$ cat config.mk
export PLATFORM = sky130hd
export DESIGN_NAME = interpolated_random_noise
export DESIGN_NICKNAME = d
export VERILOG_FILES = /design/src/design/irn_pkg.sv /design/src/design/irn_ctrl.sv /design/src/design/irn_dp.sv /design/src/design/interpolated_random_noise.sv
export SDC_FILE = /design/constraint.sdc
export NUM_CORES = 2
export LEC_CHECK = 0
export BUFFER_PORTS_ARGS = -buffer_cell sky130_fd_sc_hd__buf_2
export CAP_MARGIN = 20
export CORE_MARGIN = 2
export CORE_UTILIZATION = 65
export DETAILED_ROUTE_END_ITERATION = 8
export GPL_ROUTABILITY_DRIVEN = 0
export PLACE_DENSITY = 0.91
export SETUP_SLACK_MARGIN = 0.5
export SLEW_MARGIN = 20
export SYNTH_ARGS = -nofsm -noshare
export SYNTH_HDL_FRONTEND = slang
export SYNTH_HIERARCHICAL = 1
export SYNTH_SLANG_ARGS = --single-unit
export TNS_END_PERCENT = 30
$ cat constraint.sdc
create_clock -name clk_i -period 8.15 [get_ports clk_i]
set_input_delay 0.815 -clock clk_i [delete_from_list [all_inputs] [get_ports clk_i]]
set_output_delay 0.815 -clock clk_i [all_outputs]
set_load 0.02 [all_outputs]
$ cat src/design/irn_pkg.sv
// ----------------------------------------------------------------------------
// irn_pkg
// widths, codes and controller/datapath command types for the noise source
// ----------------------------------------------------------------------------
package irn_pkg;

  localparam int COUNT_WIDTH = 16;
  localparam int OUT_WIDTH   = 24;
  localparam int WORD_W      = 32;
  localparam int VAL_W       = 64;
  localparam int PERIOD_W    = 16;
  localparam int MODE_W      = 2;
  localparam int CFG_IDX_W   = 2;
  localparam int CFG_DATA_W  = 16;

  // multiplier operand 2p-1, numerator a*(2p-1), divisor p*p
  localparam int MUL_W = COUNT_WIDTH + 1;
  localparam int NUM_W = VAL_W + MUL_W;
  localparam int DEN_W = 2 * COUNT_WIDTH;
  localparam int CNT_W = $clog2(NUM_W);

  localparam int IN_TDATA_W  = ((WORD_W + 7) / 8) * 8;
  localparam int OUT_TDATA_W = ((OUT_WIDTH + 7) / 8) * 8;

  localparam logic [CFG_IDX_W-1:0] REG_PERIOD = CFG_IDX_W'(0);
  localparam logic [CFG_IDX_W-1:0] REG_MODE   = CFG_IDX_W'(1);

  typedef enum logic [MODE_W-1:0] {
    MODE_HOLD   = 2'd0,
    MODE_LINEAR = 2'd1,
    MODE_QUAD   = 2'd2
  } mode_e;

  typedef enum logic [1:0] {
    NUM_KEEP = 2'd0,
    NUM_A    = 2'd1,
    NUM_A2   = 2'd2
  } num_sel_e;

  typedef enum logic {
    DEN_P  = 1'b0,
    DEN_PP = 1'b1
  } den_sel_e;

  typedef struct packed {
    logic     accept;
    logic     seg_start;
    logic     prep;
    logic     mul_step;
    logic     div_load;
    num_sel_e num_sel;
    den_sel_e den_sel;
    logic     div_step;
    logic     store_step;
    logic     store_change;
    logic     tick;
  } cmd_t;

  typedef struct packed {
    logic  samples_zero;
    mode_e mode;
    logic  out_free;
  } status_t;

endpackage

$ cat src/design/irn_ctrl.sv
// ----------------------------------------------------------------------------
// irn_ctrl
// sequencer for sample ticks, segment setup, multiply and divide iterations
// ----------------------------------------------------------------------------
module irn_ctrl (
  input  logic             clk_i,
  input  logic             rst_ni,
  input  logic             in_valid_i,
  output logic             in_ready_o,
  input  irn_pkg::status_t status_i,
  output irn_pkg::cmd_t    cmd_o
);

  typedef enum logic [3:0] {
    S_IDLE,
    S_START,
    S_PREP,
    S_MUL,
    S_LDA,
    S_DIVA,
    S_STA,
    S_LDB,
    S_DIVB,
    S_STB,
    S_TICK
  } state_e;

  state_e                    state_q, state_d;
  logic [irn_pkg::CNT_W-1:0] cnt_q, cnt_d;
  logic                      mul_last, div_last, quad;

  assign mul_last   = (cnt_q == irn_pkg::CNT_W'(irn_pkg::MUL_W - 1));
  assign div_last   = (cnt_q == irn_pkg::CNT_W'(irn_pkg::NUM_W - 1));
  assign quad       = (status_i.mode == irn_pkg::MODE_QUAD);
  assign in_ready_o = (state_q == S_IDLE);

  always_comb begin
    state_d = state_q;
    cnt_d   = cnt_q;
    cmd_o   = '0;
    unique case (state_q)
      S_IDLE: begin
        if (in_valid_i) begin
          cmd_o.accept = 1'b1;
          state_d = status_i.samples_zero ? S_START : S_TICK;
        end
      end
      S_START: begin
        cmd_o.seg_start = 1'b1;
        state_d = (status_i.mode == irn_pkg::MODE_HOLD) ? S_TICK : S_PREP;
      end
      S_PREP: begin
        cmd_o.prep = 1'b1;
        cnt_d = '0;
        state_d = quad ? S_MUL : S_LDA;
      end
      S_MUL: begin
        cmd_o.mul_step = 1'b1;
        cnt_d = cnt_q + irn_pkg::CNT_W'(1);
        if (mul_last) begin
          state_d = S_LDA;
        end
      end
      S_LDA: begin
        cmd_o.div_load = 1'b1;
        cmd_o.num_sel  = quad ? irn_pkg::NUM_KEEP : irn_pkg::NUM_A;
        cmd_o.den_sel  = quad ? irn_pkg::DEN_PP : irn_pkg::DEN_P;
        cnt_d = '0;
        state_d = S_DIVA;
      end
      S_DIVA: begin
        cmd_o.div_step = 1'b1;
        cnt_d = cnt_q + irn_pkg::CNT_W'(1);
        if (div_last) begin
          state_d = S_STA;
        end
      end
      S_STA: begin
        cmd_o.store_step = 1'b1;
        state_d = quad ? S_LDB : S_TICK;
      end
      S_LDB: begin
        cmd_o.div_load = 1'b1;
        cmd_o.num_sel  = irn_pkg::NUM_A2;
        cmd_o.den_sel  = irn_pkg::DEN_PP;
        cnt_d = '0;
        state_d = S_DIVB;
      end
      S_DIVB: begin
        cmd_o.div_step = 1'b1;
        cnt_d = cnt_q + irn_pkg::CNT_W'(1);
        if (div_last) begin
          state_d = S_STB;
        end
      end
      S_STB: begin
        cmd_o.store_change = 1'b1;
        state_d = S_TICK;
      end
      S_TICK: begin
        if (status_i.out_free) begin
          cmd_o.tick = 1'b1;
          state_d = S_IDLE;
        end
      end
      default: begin
        state_d = S_IDLE;
      end
    endcase
  end

  always_ff @(posedge clk_i or negedge rst_ni) begin
    if (!rst_ni) begin
      state_q <= S_IDLE;
      cnt_q   <= '0;
    end else begin
      state_q <= state_d;
      cnt_q   <= cnt_d;
    end
  end

endmodule

$ cat src/design/irn_dp.sv
// ----------------------------------------------------------------------------
// irn_dp
// noise state, config registers, shift-add multiplier, restoring divider
// and the output register
// ----------------------------------------------------------------------------
module irn_dp (
  input  logic                             clk_i,
  input  logic                             rst_ni,
  input  logic                             cfg_we_i,
  input  logic [irn_pkg::CFG_IDX_W-1:0]    cfg_idx_i,
  input  logic [irn_pkg::CFG_DATA_W-1:0]   cfg_wdata_i,
  input  logic [irn_pkg::WORD_W-1:0]       word_i,
  input  logic                             out_ready_i,
  output logic                             out_valid_o,
  output logic signed [irn_pkg::OUT_WIDTH-1:0] out_data_o,
  input  irn_pkg::cmd_t                    cmd_i,
  output irn_pkg::status_t                 status_o
);

  localparam int VW = irn_pkg::VAL_W;
  localparam int OW = irn_pkg::OUT_WIDTH;
  localparam int CW = irn_pkg::COUNT_WIDTH;
  localparam int NW = irn_pkg::NUM_W;
  localparam int DW = irn_pkg::DEN_W;
  localparam int MW = irn_pkg::MUL_W;
  localparam logic [31:0] CMAX = 32'((64'd1 << CW) - 64'd1);
  localparam logic signed [VW-1:0] VMAX = {1'b0, {(VW-1){1'b1}}};
  localparam logic signed [VW-1:0] VMIN = {1'b1, {(VW-1){1'b0}}};

  function automatic logic signed [VW-1:0] sat_add(input logic signed [VW-1:0] a,
                                                   input logic signed [VW-1:0] b);
    logic signed [VW:0] s;
    s = {a[VW-1], a} + {b[VW-1], b};
    if (s[VW] != s[VW-1]) begin
      return s[VW] ? VMIN : VMAX;
    end
    return s[VW-1:0];
  endfunction

  function automatic logic signed [VW-1:0] sat_sub(input logic signed [VW-1:0] a,
                                                   input logic signed [VW-1:0] b);
    logic signed [VW:0] s;
    s = {a[VW-1], a} - {b[VW-1], b};
    if (s[VW] != s[VW-1]) begin
      return s[VW] ? VMIN : VMAX;
    end
    return s[VW-1:0];
  endfunction

  // quotient magnitude with sign, saturating to 64 bits
  function automatic logic signed [VW-1:0] to_term(input logic [NW-1:0] q,
                                                   input logic neg);
    logic over;
    logic [VW-1:0] mag;
    over = |q[NW-1:VW-1];
    mag  = {1'b0, q[VW-2:0]};
    if (neg) begin
      return over ? VMIN : -mag;
    end
    return over ? VMAX : mag;
  endfunction

  logic [irn_pkg::PERIOD_W-1:0]       period_q;
  logic [irn_pkg::MODE_W-1:0]         mode_q;
  logic [irn_pkg::WORD_W-1:0]         word_q;
  logic [irn_pkg::WORD_W-1:0]         tgt_q;
  logic signed [VW-1:0]               cur_q, step_q, chg_q, diff_q;
  logic [CW-1:0]                      left_q;
  logic [VW-1:0]                      mag_q;
  logic                               neg_q;
  logic [DW-1:0]                      pp_q, den_q;
  logic [MW-1:0]                      mul_q;
  logic [NW-1:0]                      num_q;
  logic [DW-1:0]                      rem_q;
  logic                               out_valid_q;
  logic signed [OW-1:0]               out_data_q;

  logic [31:0]          per32;
  logic [CW-1:0]        p_eff;
  logic signed [VW-1:0] word_val, tgt_val;
  logic [DW:0]          rem_sh;
  logic                 qbit;
  logic signed [VW-1:0] cur_d, step_d;
  logic [OW:0]          top_bits;
  logic signed [OW-1:0] out_d;
  irn_pkg::mode_e       mode_eff;

  always_comb begin
    per32 = 32'(period_q);
    if (period_q == '0) begin
      per32 = 32'd1;
    end else if (per32 > CMAX) begin
      per32 = CMAX;
    end
    p_eff = per32[CW-1:0];
  end

  always_comb begin
    case (mode_q)
      irn_pkg::MODE_HOLD:   mode_eff = irn_pkg::MODE_HOLD;
      irn_pkg::MODE_LINEAR: mode_eff = irn_pkg::MODE_LINEAR;
      default:              mode_eff = irn_pkg::MODE_QUAD;
    endcase
  end

  // Q1.31 word placed as Q2.62
  assign word_val = {word_q[irn_pkg::WORD_W-1], word_q, {(VW-irn_pkg::WORD_W-1){1'b0}}};
  assign tgt_val  = {tgt_q[irn_pkg::WORD_W-1], tgt_q, {(VW-irn_pkg::WORD_W-1){1'b0}}};

  assign rem_sh = {rem_q, num_q[NW-1]};
  assign qbit   = (rem_sh >= {1'b0, den_q});

  always_comb begin
    cur_d  = cur_q;
    step_d = step_q;
    if (mode_eff != irn_pkg::MODE_HOLD) begin
      cur_d = sat_add(cur_q, step_q);
    end
    if (mode_eff == irn_pkg::MODE_QUAD) begin
      step_d = sat_add(step_q, chg_q);
    end
    top_bits = cur_d[VW-1:VW-1-OW];
    if (top_bits[OW] != top_bits[OW-1]) begin
      out_d = top_bits[OW] ? {1'b1, {(OW-1){1'b0}}} : {1'b0, {(OW-1){1'b1}}};
    end else begin
      out_d = top_bits[OW-1:0];
    end
  end

  assign status_o.samples_zero = (left_q == '0);
  assign status_o.mode         = mode_eff;
  assign status_o.out_free     = !out_valid_q || out_ready_i;
  assign out_valid_o           = out_valid_q;
  assign out_data_o            = out_data_q;

  // control state and config
  always_ff @(posedge clk_i or negedge rst_ni) begin
    if (!rst_ni) begin
      period_q    <= irn_pkg::PERIOD_W'(441);
      mode_q      <= irn_pkg::MODE_HOLD;
      out_valid_q <= 1'b0;
      cur_q       <= '0;
      tgt_q       <= '0;
      step_q      <= '0;
      chg_q       <= '0;
      left_q      <= '0;
    end else begin
      if (cfg_we_i) begin
        unique case (cfg_idx_i)
          irn_pkg::REG_PERIOD: period_q <= cfg_wdata_i[irn_pkg::PERIOD_W-1:0];
          irn_pkg::REG_MODE:   mode_q   <= cfg_wdata_i[irn_pkg::MODE_W-1:0];
          default: ;
        endcase
      end
      if (cmd_i.seg_start) begin
        tgt_q  <= word_q;
        left_q <= p_eff;
        if (mode_eff == irn_pkg::MODE_HOLD) begin
          cur_q <= tgt_val;
        end
      end
      if (cmd_i.store_step) begin
        step_q <= to_term(num_q, neg_q);
      end
      if (cmd_i.store_change) begin
        chg_q <= to_term(num_q, !neg_q);
      end
      if (cmd_i.tick) begin
        cur_q       <= cur_d;
        step_q      <= step_d;
        left_q      <= left_q - CW'(1);
        out_valid_q <= 1'b1;
      end else if (out_ready_i) begin
        out_valid_q <= 1'b0;
      end
    end
  end

  // arithmetic payload
  always_ff @(posedge clk_i) begin
    if (cmd_i.accept) begin
      word_q <= word_i;
    end
    if (cmd_i.seg_start) begin
      diff_q <= sat_sub(word_val, cur_q);
      pp_q   <= DW'(p_eff) * DW'(p_eff);
    end
    if (cmd_i.prep) begin
      neg_q <= diff_q[VW-1];
      mag_q <= diff_q[VW-1] ? -diff_q : diff_q;
      mul_q <= {p_eff, 1'b0} - MW'(1);
      num_q <= '0;
    end
    // msb-first shift-add for a * (2p - 1)
    if (cmd_i.mul_step) begin
      num_q <= {num_q[NW-2:0], 1'b0} + (mul_q[MW-1] ? NW'(mag_q) : NW'(0));
      mul_q <= {mul_q[MW-2:0], 1'b0};
    end
    if (cmd_i.div_load) begin
      rem_q <= '0;
      den_q <= (cmd_i.den_sel == irn_pkg::DEN_PP) ? pp_q : DW'(p_eff);
      case (cmd_i.num_sel)
        irn_pkg::NUM_A:  num_q <= NW'(mag_q);
        irn_pkg::NUM_A2: num_q <= NW'({mag_q, 1'b0});
        default: ;
      endcase
    end
    // one quotient bit per cycle
    if (cmd_i.div_step) begin
      rem_q <= qbit ? DW'(rem_sh - {1'b0, den_q}) : rem_sh[DW-1:0];
      num_q <= {num_q[NW-2:0], qbit};
    end
    if (cmd_i.tick) begin
      out_data_q <= out_d;
    end
  end

endmodule

$ cat src/design/interpolated_random_noise.sv
// ----------------------------------------------------------------------------
// interpolated_random_noise
// low-frequency random noise with hold, linear and quadratic interpolation
// ----------------------------------------------------------------------------
// Each input request is one sample tick and yields exactly one output sample.
// A tick inside a segment is accepted, then updated into the output register
// once it is free. A tick that starts a segment first latches the target; in
// linear and quadratic mode the setup then runs one restoring divider that
// makes one quotient bit per cycle over an 81-bit numerator, once for the
// linear slope and twice for the quadratic terms, the quadratic setup after a
// shift-add multiply by 2p-1. The output register lets a new request be
// accepted while the previous sample waits. Config must be written only while
// idle; the block itself does not enforce it.
module interpolated_random_noise (
  input  logic                                clk_i,
  input  logic                                rst_ni,
  input  logic                                cfg_we_i,
  input  logic [irn_pkg::CFG_IDX_W-1:0]       cfg_idx_i,
  input  logic [irn_pkg::CFG_DATA_W-1:0]      cfg_wdata_i,
  input  logic                                s_axis_tvalid,
  output logic                                s_axis_tready,
  input  logic [irn_pkg::IN_TDATA_W-1:0]      s_axis_tdata,  // [31:0] random_word
  output logic                                m_axis_tvalid,
  input  logic                                m_axis_tready,
  output logic [irn_pkg::OUT_TDATA_W-1:0]     m_axis_tdata   // [23:0] sample_out
);

  irn_pkg::cmd_t                        cmd;
  irn_pkg::status_t                     status;
  logic signed [irn_pkg::OUT_WIDTH-1:0] sample;

  irn_ctrl u_ctrl (
    .clk_i      (clk_i),
    .rst_ni     (rst_ni),
    .in_valid_i (s_axis_tvalid),
    .in_ready_o (s_axis_tready),
    .status_i   (status),
    .cmd_o      (cmd)
  );

  irn_dp u_dp (
    .clk_i       (clk_i),
    .rst_ni      (rst_ni),
    .cfg_we_i    (cfg_we_i),
    .cfg_idx_i   (cfg_idx_i),
    .cfg_wdata_i (cfg_wdata_i),
    .word_i      (s_axis_tdata[irn_pkg::WORD_W-1:0]),
    .out_ready_i (m_axis_tready),
    .out_valid_o (m_axis_tvalid),
    .out_data_o  (sample),
    .cmd_i       (cmd),
    .status_o    (status)
  );

  assign m_axis_tdata = irn_pkg::OUT_TDATA_W'(unsigned'(sample));

endmodule

Yosys cells after proc, flatten, opt, wreduce, memory -nomap -nowiden
Index checks and enable logic that the tools add are counted.
{"block": "word_totals", "register_bits": 649, "input_bits": 55, "wordCells": 167}
{"block": "op_classes", "n_addsub": 10, "multipliers": 1, "order_cmp": 1, "eq_ne": 28, "n_mux": 77, "n_reduce_logical": 26}
{"operator": "$mux 64", "n": 22}
{"operator": "$mux 81", "n": 4}
{"operator": "$pmux 81 s2", "n": 1}
{"operator": "$add 64x64->65", "n": 2}
{"operator": "$mux 63", "n": 2}
{"operator": "$mux 32", "n": 3}
{"operator": "$add 81x81->81", "n": 1}
{"operator": "$sub 63x64->65", "n": 1}
{"operator": "$mux 16", "n": 4}
{"operator": "$neg 63->64", "n": 1}
{"operator": "$neg 64->64", "n": 1}
{"operator": "$mux 24", "n": 2}
{"operator": "$pmux 4 s11", "n": 1}
{"operator": "$mux 17", "n": 2}
{"operator": "$ge 33x32->1", "n": 1}
{"operator": "$logic_not 16->1", "n": 2}
{"operator": "$mul 16x16->32", "n": 1}
{"operator": "$mux 4", "n": 8}
{"operator": "$sub 32x32->32", "n": 1}
{"operator": "$mux 1", "n": 24}
{"operator": "$reduce_or 18->1", "n": 1}
{"operator": "$sub 17x1->17 const B", "n": 1}
{"operator": "$eq 4x3->1 const B", "n": 4}
{"operator": "$reduce_bool 2->1", "n": 8}
{"operator": "25 further kinds", "n": 45}

Depth between registers and ports, before layout
{"block": "depth", "word_depth": 9, "mapped_depth": 27, "depth_no_buf": 25}

Modules after synthesis
The synthesis kept the hierarchy.
{"mod": "irn_dp", "n_inst": 1, "cells_each": 6249, "area_each_um2": 53940.5, "seq_area_each_um2": 17018.8}
{"mod": "irn_ctrl", "n_inst": 1, "cells_each": 119, "area_each_um2": 940.9, "seq_area_each_um2": 275.3}

Worst setup path after synthesis
OpenSTA, ideal clock, no wires.
{"block": "synth_timing", "path_kind": "register to register", "start": "register u_dp/period_q[8] (netlist name)", "end": "register u_dp.pp_q[25], data pin", "setup_time_ns": 0.265, "arrival_time_ns": 6.389, "slack_ns": 1.496, "path_stages_with_launch": 24, "period_less_slack_ns": 6.654, "path_cell_list": "dfstp_2 clkbuf_1 clkbuf_1 nand2_1 fa_1 fa_1 inv_1 fa_1 fa_1 fa_1 inv_1 fa_1 inv_1 ha_1 a21o_1 a21o_1 a21oi_1 o22ai_1 a211o_1 a21oi_1 o21bai_1 a311oi_1 o21ai_0 xor2_1"}
{"block": "synth_via", "elab_chain_len": 3}
{"item": "from (decl)", "line_no": "irn_dp.sv:63", "source": "logic [irn_pkg::PERIOD_W-1:0] period_q;"}
{"item": "from (signal assigned)", "line_no": "irn_dp.sv:139", "source": "period_q <= irn_pkg::PERIOD_W'(441);"}
{"item": "from (signal assigned)", "line_no": "irn_dp.sv:150", "source": "irn_pkg::REG_PERIOD: period_q <= cfg_wdata_i[irn_pkg::PERIOD_W-1:0];"}
{"item": "$logic_not 16->1", "line_no": "irn_dp.sv:90", "source": "if (period_q == '0) begin"}
{"item": "$mux 16 (*)", "line_no": "irn_dp.sv:90"}
{"item": "$mul 16x16->32 (*)", "line_no": "irn_dp.sv:186", "source": "pp_q <= DW'(p_eff) * DW'(p_eff);"}
{"item": "to (signal assigned)", "line_no": "irn_dp.sv:186"}
{"item": "to (decl)", "line_no": "irn_dp.sv:71", "source": "logic [DW-1:0] pp_q, den_q;"}
Mark *: on every way between the ends. The rest lies on a longest branch, timed or not.
A chain may end at the register's enable or synchronous reset.

Worst setup path after layout
{"block": "layout_timing", "start": "register u_dp/period_q[1] (netlist name)", "end": "register u_dp.pp_q[25], data pin"}
Same word-level chain as after synthesis.

==> impl_metrics.yaml <==
clock_network:
  clkSlewWorstSetupHoldPaths_ns: 0.06
  clk_path_buf_depth: 3
  cts.sinks: 648
  cts_htree_levels: 3
  cts_tree: "done"
  root_buffer: "clkbuf_16"
  cts_inserted_buffers: 74
  clkLatencyLatePin_ns: 0.65
setup_path:
  required_ns: 8.51
  critPathArrivalTime_ns: 7.69
  end_kind: "register"
  slowest_delay_ns: 0.90
  crit_path_frequent_cell: "fa_1"
  path_cells: "nand2_1 -> fa_1 -> fa_1 -> inv_1 -> fa_1 -> fa_1 -> fa_1 -> inv_1 -> fa_1 -> inv_1 -> ha_1 -> a21o_1 -> a21o_1 -> a21oi_1 -> o22ai_1 -> a211o_1 -> a21oi_1 -> o21bai_1 -> a311oi_2 -> o21ai_0 -> xor2_1"
  crit_slowest_cell: "dfrtp_1"
  crit_fanout: 22
  path_class: "reg2reg"
  start_kind: "register"
sta:
  clock.fmax_ghz: 0.1365
  setup_slack_ns: 0.8214
  rsz0062_at_grt: "false"
  hold_viol: 0
  slew-limit-headroom_pct: 22.88
  worstMarginPinSlew_ns: 1.148
  period_needed_ns: 7.329
  maxSlewViolCount: 0
  skew_ns: 0.04112
  finalCritPeriodShare_pct: 89.92
  fin_tns_setup_ns: 0
  setup_viol: 0
synthesis:
  synth_edf_count: 296
  synth_top_cells_by_area: "edfxtp_1, dfrtp_1, ha_1, fa_1, a21oi_1"
  ys_seq_area_share_pct: 31.51
  yosysMostFrequentCell: "a21oi_1"
  synth_cell_types: 96
  synthArstFlopShare_pct: 41.67
  avgSynthCellArea_um2: 8.618
  ys_top_cells_by_count: "a21oi_1, nand2_1, inv_1"
  synth_nets: 6955
  syn-cell-area_um2: 54880
  synth_top_flop_cell: "edfxtp_1"
  syn_inst: 6368
  ys_warn_count: 6
  yosysTopAreaCell: "edfxtp_1"
  synth-seq-cells: 648
  synth_top_cell_area_share_pct: 16.20
placed_design:
  pre_cts_slack_ns: 0.8733
  placed_area_um2: 55830
  hpwl_mm: 122.2
  place_inst: 7244
  io_buffers: 80
drt:
  drt_first_pass_iters: 9
  viasPerCell: 7.049
  drt-total-wl_mm: 172.7
  drc: 22
  drt_iter0_markers: 8361
  vias: 52090
  post_drt_wl_per_cell_um: 23.37
  detail-route-antenna-nets: 0
floorplanning:
  ioPinCount: 81
  rows: 106
  die_h_um: 294.6
  core_area_um2: 83690
  start_util_pct: 65.58
  die_area_um2: 86770
  die_w_um: 294.6
finish:
  drive_above_1_share_pct: 6.927
  fill_cells: 5841
  finalInstanceArea_um2: 58370
  final_cells: 7389
  syn2layout_area_growth_pct: 6.361
  nets: 6777
worst_hold_path:
  holdCritPathClass: "in2async"
grt:
  grt_pass1_vias: 50030
  grt_max_degree: 142
  grt_usage_pct: 39.05
  grt_pass1_wl_mm: 269.7
  antenna_found_initial: 14
  overflow: 0
status:
  violations: "DRC"
  run_status: "finished with violations"
job:
  max-cap-violations: 0
-- flip-flops by register name (all words and copies together), names as in the netlist, 7 cells and up --
register and flops:
u_dp/num_q 81, u_dp/chg_q 64, u_dp/cur_q 64, u_dp/diff_q 64, u_dp/mag_q 64, u_dp/step_q 64
u_dp/den_q 32, u_dp/rem_q 32, u_dp/tgt_q 32, u_dp/word_q 32, u_dp/pp_q 31, u_dp/out_data_o 24
u_dp/mul_q 17, u_dp/left_q 16, u_dp/period_q 16, u_ctrl/cnt_q 7
-- layout by cell type, fill, tap and decap left out, drive strengths merged, types with 51 or more instances in the layout --
cell	n
a21o	193
dfrtp	264
or3	74
inv	494
o21ai	449
xnor2	237
edfxtp	296
mux2i	52
xor2	125
ha	364
nand4	73
dfxtp	82
o221ai	56
o21a	61
and2	167
nand3	97
nand2	574
a31oi	51
nor3	123
clkbuf	90
fa	168
o21bai	52
o31ai	79
a221oi	104
a21oi	630
nor2	362
mux2	72
buf	137
-- per-stage QoR --
step,util [%],hold WS [ns]
floorplan,-,0.4244
global placement,66.70,0.4510
detailed placement,66.71,0.4617
CTS,69.59,0.1673
global route,69.74,0.1962
finish,69.75,0.1698
-- critical path: cells and delay by family, from the launching register on --
family	cells	cell delay [ns]
buffers and inverters	3	0.19
flip-flops	1	0.90
XOR/XNOR	1	0.18
adder cells (fa/ha/maj)	7	3.45
AO/OA/AOI/OAI	9	2.13
AND/OR/NAND/NOR	1	0.19
-- layout make-up --
class	count	area (um^2)	area share [%]
well taps	1134	1419	2.431
clock inverters	48	445.4	0.7631
clock buffers	89	1969	3.374
inverters	490	1841	3.153
repair buffers	138	912.1	1.563
multi-input cells	4838	34460	59.03
flip-flops and latches	648	17320	29.67
diodes	4	10.01	0.01715
-- final timing paths --
check / slack [ns] / end / startpoint / cells past startpoint
min: 0.17 / u_dp/tgt_q[13] / rst_ni / 1
max: 0.82 / u_dp/pp_q[25] / u_dp/period_q[1] / 21
min in group clk_i: 0.34 / u_dp/word_q[17] / s_axis_tdata[17] / 1
max reg2reg: 0.82 / u_dp/pp_q[25] / u_dp/period_q[1] / 21
min reg2reg: 0.51 / u_dp/period_q[13] / u_dp/period_q[13] / 1
max in group asynchronous: 6.70 / u_dp/step_q[9] / rst_ni / 2
-- metal layers --
metal  GRT usage (%)  part of all wire (%)  vias to the layer above
met4           19.46                   5.7                       14
met2           58.28                    43                     4066
li1                -                     -                    22610
met5               0                 0.051                        -
met1           51.08                    36                    24470
met3           12.59                    16                      925
-- cells by family (layout without fill, tap and decap cells) --
kind of cell / count (synthesis) / in the layout / synth area share [%]
adder cells (fa/ha/maj): 559 / 559 / 14.92
XOR/XNOR: 362 / 362 / 5.777
buffers and inverters: 882 / 765 / 6.064
other: 0 / 4 / 0
multiplexers: 124 / 124 / 2.426
AND/OR/NAND/NOR: 1750 / 1750 / 15.59
AO/OA/AOI/OAI: 2043 / 2043 / 23.71
flip-flops: 648 / 648 / 31.51
-- timing repair --
item	in CTS	in global routing
setup endpoints to repair	0	1
hold buffers	0	0
hold endpoints to repair	0	0
resized for setup	0	11
setup buffers	0	0
Power is not shown: default switching activity piles up to over one toggle a cycle in this logic, so the estimate is an artifact.
